===== src/spnc_ram.sv =====
module spnc_ram #(
    parameter int WIDTH = 32,
    parameter int DEPTH = 32
) (
    input  logic                                   i_clk,
    input  logic                                   i_we,
    input  logic [((DEPTH > 1) ? $clog2(DEPTH) : 1)-1:0] i_waddr,
    input  logic [WIDTH-1:0]                       i_wdata,
    input  logic [((DEPTH > 1) ? $clog2(DEPTH) : 1)-1:0] i_raddr,
    output logic [WIDTH-1:0]                       o_rdata
);

    logic [WIDTH-1:0] r_mem [DEPTH];
    logic [WIDTH-1:0] r_rdata;

    always_ff @(posedge i_clk) begin
        if (i_we) begin
            r_mem[i_waddr] <= i_wdata;
        end
        r_rdata <= r_mem[i_raddr];
    end

    assign o_rdata = r_rdata;

endmodule


===== config.mk =====
export PLATFORM = sky130hd
export DESIGN_NAME = spnc_ram
export DESIGN_NICKNAME = d
export VERILOG_FILES = /design/src/spnc_ram.sv
export SDC_FILE = /design/constraint.sdc
export NUM_CORES = 1
export LEC_CHECK = 0
export BUFFER_PORTS_ARGS = -buffer_cell sky130_fd_sc_hd__buf_2
export CAP_MARGIN = 40
export CORE_ASPECT_RATIO = 0.9
export CORE_MARGIN = 3
export CORE_UTILIZATION = 35
export CTS_CLUSTER_SIZE = 25
export DETAILED_ROUTE_END_ITERATION = 7
export MAX_ROUTING_LAYER = met4
export SLEW_MARGIN = 20
export SYNTH_ARGS = -nofsm -noshare
export SYNTH_HDL_FRONTEND = slang
export SYNTH_SLANG_ARGS = --single-unit

===== constraint.sdc =====
create_clock -name i_clk -period 2.5 [get_ports i_clk]
set_input_delay 0.125 -clock i_clk [delete_from_list [all_inputs] [get_ports i_clk]]
set_output_delay 0.125 -clock i_clk [all_outputs]
set_load 0.05 [all_outputs]

==> run metrics, run 1 <==
post-route minimum period 1700 ps; FF+latch count, synth 1056; Seq pwr share 0.528; Comb power frac 0.059; asr flop ratio synth 0; vias in the first global route 21600; clock root buffer master clkbuf_16; sequential area share after synthesis 0.775; switching power total 8.09 mW; synthesis-to-layout area growth 17.4%; Setup Skew 27.4 ps; CP Class reg -> out; Net Sw Frac 0.216; Critical Path Fanout Max 2; drt drc 0; Tot GR Track Use 0.177; Avg Cell Area, Syn 17.9 sq um; CP bufs+invs 1; Hold Path Class in -> reg; DR iter-0 viols 2252; count leader, synth edfxtp_1; slowest CP cell dfxtp_1; share of cells above drive strength 1 0.154; Clk pin slew, worst setup/hold paths 60 ps; Ys Warns 0; first-pass GRT wire length 149 mm; Reg2Reg Depth 5; # clock sinks 1056; post-cts sizing count 0; clock power share 0.412; drt wl/cell 25.7 um; Max clock buf depth 3; Slowest Stage Delay on Critical Path 550 ps; outcome completed; Final Total Pwr 37.4 mW; Die Area 120000 sq um; Worst EP arrival 1580 ps; Max-slew headroom 0.498; register area 31400 sq um; fill count 9992; initial antenna violation count 5; clock latency on the worst-skew pair 680 ps; IO buf count 75; Worst Hold Path EP o_rdata[15]; CTS H-tree depth 3; row count 117; Final Max Tran Viols 0; top cells by area, synth edfxtp_1, mux2i_1, a22oi_1; Reg-to-Reg Start r_mem[5][31]; Crit path required time 2380 ps; cell area after synthesis 40500 sq um; Worst Max-Slew Pin Slew 753 ps; reg2reg setup slack 1100 ps; worst hold path stage count 5; max cap viols 0; largest net degree at the start of global routing 58; initial core utilization 0.355; GRT overflow 0; routed wire length 104 mm; first drt pass iteration count 5; Die Height 329 um; core box area 114000 sq um; Post-Syn Nets 2304; fmax 587 MHz; vias per std cell 5.30; post-DP HPWL 59.2 mm; number of flops mapped to enable cells by yosys 1024; IO Pins 76; largest area contributor in the synthesized netlist edfxtp_1; Leak Pwr 16.5 nW; reg2reg end o_rdata[31]; CP top delay family flip-flops; CP Launch Type flop; Synth Flop Type edfxtp_1; CP Capture Type primary output; Syn Inst Count 2260; RSZ-0062 raised after global routing false; Internal Power 29.4 mW; Antenna Nets Post-Route 0; final hold viol count 0; synth unique cells 25; Commonest cells post-synth edfxtp_1, mux2i_1, nand2_1, nand3_1; Post CTS Setup Buffer Count 0; total CTS buffers 105; Die Width 365 um; CTS tree done; GPL Wtd Cong 0.785; area occupied by multi-input gates 8610 sq um; IR drop worst, VDD 485 uV; Vias 21500; Pwr per Cell Area 788 nW/um^2; post-synth top area share 0.760; crit path cell chain buf_2; fin nets 2519; hold wc startpoint i_raddr[0]; final setup vio count 0; worst hold slack 76.7 ps; period utilisation layout 0.681
## layout by cell type (no fill, tap or decap), types with 2 or more instances in the layout
cell type,instances
clkinv_4,3
edfxtp_1,1024
dlygate4sd3_1,32
buf_2,74
a22o_1,64
clkinv_8,2
clkbuf_1,24
a31oi_1,32
a22oi_1,96
nand3b_1,5
bufinv_16,9
diode_2,4
nand2b_2,2
clkbuf_16,108
clkbuf_8,4
a21oi_1,96
mux2i_1,512
nand3_1,98
or3b_2,3
clkinvlp_4,3
nand2_1,97
nor3_1,32
dfxtp_1,32
inv_6,2
clkinv_1,22
clkinv_2,17
buf_4,83
buf_12,45
nor2_4,33
## cells by family after synthesis
kind of cell | count (synthesis) | synth area share
compound gates | 288 | 0.0485
buf+inv | 127 | 0.0186
flops | 1056 | 0.775
mux | 512 | 0.127
simple gates | 277 | 0.0310
## worst max-delay path by stage
| stage | startpoint | endpoint | slack, ps | cells after the start |
|---|---|---|---|---|
| after floorplan | i_waddr[1] | r_mem[12][0] | -60 | 3 |
| after global placement | i_raddr[0] | o_rdata[24] | 520 | 8 |
| after detailed placement | i_raddr[0] | o_rdata[24] | 440 | 8 |
| after CTS | o_rdata[15] | o_rdata[15] | 740 | 1 |
| after global routing | o_rdata[15] | o_rdata[15] | 770 | 1 |
| final | o_rdata[15] | o_rdata[15] | 800 | 1 |
## metal layers
| metal | share of wire | global-route usage |
|---|---|---|
| met5 | 0 | - |
| met4 | 0.026 | 0.0517 |
| met3 | 0.063 | 0.0305 |
| met2 | 0.46 | 0.267 |
| met1 | 0.45 | 0.246 |
## stage by stage
step,setup TNS [ps],setup WS (ps),instances,cell area [sq um],util
finish,0,796,4054,47500,0.417
global route,0,775,4053,47500,0.417
detailed placement,0,436,3823,43800,0.384
CTS,0,740,4050,47500,0.417
floorplan,-14190,-59.1,2260,40500,-
global placement,0,519,3823,43800,0.384
## area by class of cell
class,count,area share
Antenna cell,4,0.000211
Tap cell,1487,0.0392
Sequential cell,1056,0.661
Multi-Input combinational cell,1077,0.181
Clock buffer,136,0.0599
Timing Repair Buffer,235,0.0469
Clock inverter,59,0.0119
## power by group through the flow
stage               clock (mW)  sequential (mW)  combinational, mW
finish                    15.4             19.8               2.22
global route              16.4             19.8               2.37
CTS                       15.7             19.8               2.24
detailed placement           0             20.2               2.19
global placement             0             20.2               2.14
floorplan                    0             20.4               1.02
## registers in the layout, indices dropped and copies added (netlist names)
register	count
o_rdata	32
r_mem	1024
## timing repair
item / 4_1_cts / 5_1_grt
setup endpoints to repair: 0 / 0
endpoints found under the hold margin: 977 / 0
hold buffers: 32 / 0
Note: power is estimated with default switching activity, not from simulation.
==> inputs of run 2 (changes only) <==
clock period = 1.7 ns   (was 2.5 ns; I/O delays follow)
==> run metrics, run 2 (same netlist as run 1, synthesis figures left out) <==
Leak Pwr 16.9 nW (+2.6%); row count 117 (unchanged); Setup WS post-layout 112 ps (-684 ps); final setup vio count 0 (unchanged); Largest Register r_mem; RSZ-0062 raised after global routing false; worst hold path stage count 5 (unchanged); crit path cell chain buf_2; fmax 630 MHz; IR drop worst, VDD 673 uV (+39%); share of cells above drive strength 1 0.176 (+0.0215); commonest non-fill, non-tap cells in the layout edfxtp_1, mux2i_1, buf_4; GPL Wtd Cong 0.819 (+4.4%); final hold viol count 0 (unchanged); hold wc startpoint i_raddr[3]; Worst Max-Slew Pin Slew 657 ps (-96.1 ps); largest net degree at the start of global routing 42 (-28%); Slowest Stage Delay on Critical Path 490 ps (-60 ps); CP Class reg -> out; initial antenna violation count 4 (-1); GRT overflow 0 (unchanged); CTS tree done; Max-slew headroom 0.562 (+0.0641); worst slack at placement -206 ps (-641 ps); Post CTS Setup Buffer Count 0 (unchanged); Reg2Reg Depth 5 (unchanged); total CTS buffers 102 (-2.9%); reg2reg end o_rdata[12]; slowest CP cell dfxtp_1; Stages on worst setup path 1 (unchanged); outcome completed; initial core utilization 0.355 (unchanged); Reg-to-Reg Start r_mem[7][12]; vias per std cell 5.25 (-1.0%); Final Max Tran Viols 0 (unchanged); Setup Skew 18.5 ps (-8.88 ps); fin nets 2590 (+2.8%); Pwr per Cell Area 1130 nW/um^2 (+43%); post-DP HPWL 63.8 mm (+7.8%); period utilisation layout 0.934; Die Area 120000 sq um (unchanged); clock root buffer master clkbuf_16; vias in the first global route 22000 (+1.9%); Antenna Nets Post-Route 0 (unchanged); drt drc 0 (unchanged); first drt pass iteration count 5 (unchanged); Hold Path Class in -> reg; Crit path required time 1620 ps (-760 ps); first-pass GRT wire length 151 mm (+1.3%); Max clock buf depth 3 (unchanged); hold_buf cts 32 (unchanged); clock latency on the worst-skew pair 680 ps (about the same); CP bufs+invs 1 (unchanged); IO buf count 75 (unchanged); max reg flops 1024 (unchanged); synthesis-to-layout area growth 19.6%; post-route minimum period 1590 ps; CP top delay family flip-flops; Worst Hold Path EP o_rdata[31]; Ant. Diodes 0 (-4); Critical Path Fanout Max 1 (-1); max cap viols 0 (unchanged); CTS H-tree depth 3 (unchanged); reg2reg setup slack 160 ps (-940 ps); routed wire length 104 mm (-0.23%); Clk pin slew, worst setup/hold paths 60 ps (about the same); Die Height 329 um (unchanged); Worst EP arrival 1500 ps (-80 ps); # clock sinks 1056 (unchanged); Vias 21600 (+0.69%); Tot GR Track Use 0.177 (+0.000682); IO Pins 76 (unchanged); post-cts sizing count 0 (unchanged); core box area 114000 sq um (unchanged); DR iter-0 viols 2171 (-3.6%); CP Capture Type primary output; CP Launch Type flop; drt wl/cell 25.2 um (-1.9%); commonest non-fill, non-tap cell in the layout edfxtp_1; Die Width 365 um (unchanged); Util after Layout 0.425 (+0.00778)
## run 2: per-layer routing
metal / global-route usage / share of wire / vias up
li1: - / - / 9571
met1: 0.245 / 0.44 / 11200
met2: 0.276 / 0.47 / 726
met3: 0.0228 / 0.057 / 147
met4: 0.0512 / 0.026 / 0
met5: - / 0 / -
## run 2: how the worst max path moves through the flow
stage,from,end
2_1_floorplan,i_we,r_mem[27][0]
3_3_place_gp,i_raddr[0],o_rdata[28]
3_5_place_dp,i_raddr[0],o_rdata[28]
4_1_cts,o_rdata[15],o_rdata[15]
5_1_grt,o_rdata[12],o_rdata[12]
6_report,o_rdata[12],o_rdata[12]
## run 2: cell type report
cell class / instances / area [sq um]
timing repair buffer: 309 / 3260
clock inverter: 50 / 425
sequential: 1056 / 31400
tap: 1487 / 1860
multi-input combinational: 1077 / 8610
fill: 9954 / 65500
clock buffer: 144 / 2850
## run 2: tightest hold or removal path: stages
cell and delay [ps]:
buf_2 130, nand2b_2 180, a21oi_1 70, nand3_1 130, nand3_1 80
## run 2: where the power goes
part           internal, mW  total (mW)  switching, mW
combinational          1.18        3.43           2.25
sequential             28.9        29.1          0.179
clock                  12.5        22.1           9.54
## run 2: metrics by stage
stage | setup TNS (ps) | hold slack, ps | total power [mW] | cells | instance area (sq um)
after CTS | 0 | 15.5 | 55.1 | 4123 | 48400
after detailed placement | -1680 | 567 | 33.1 | 3897 | 44800
after global routing | 0 | 48.5 | 56.4 | 4123 | 48400
after floorplan | -215240 | 184 | 31.5 | 2260 | 40600
after global placement | -1380 | 564 | 33.0 | 3897 | 44800
final | 0 | 63.4 | 54.6 | 4123 | 48400
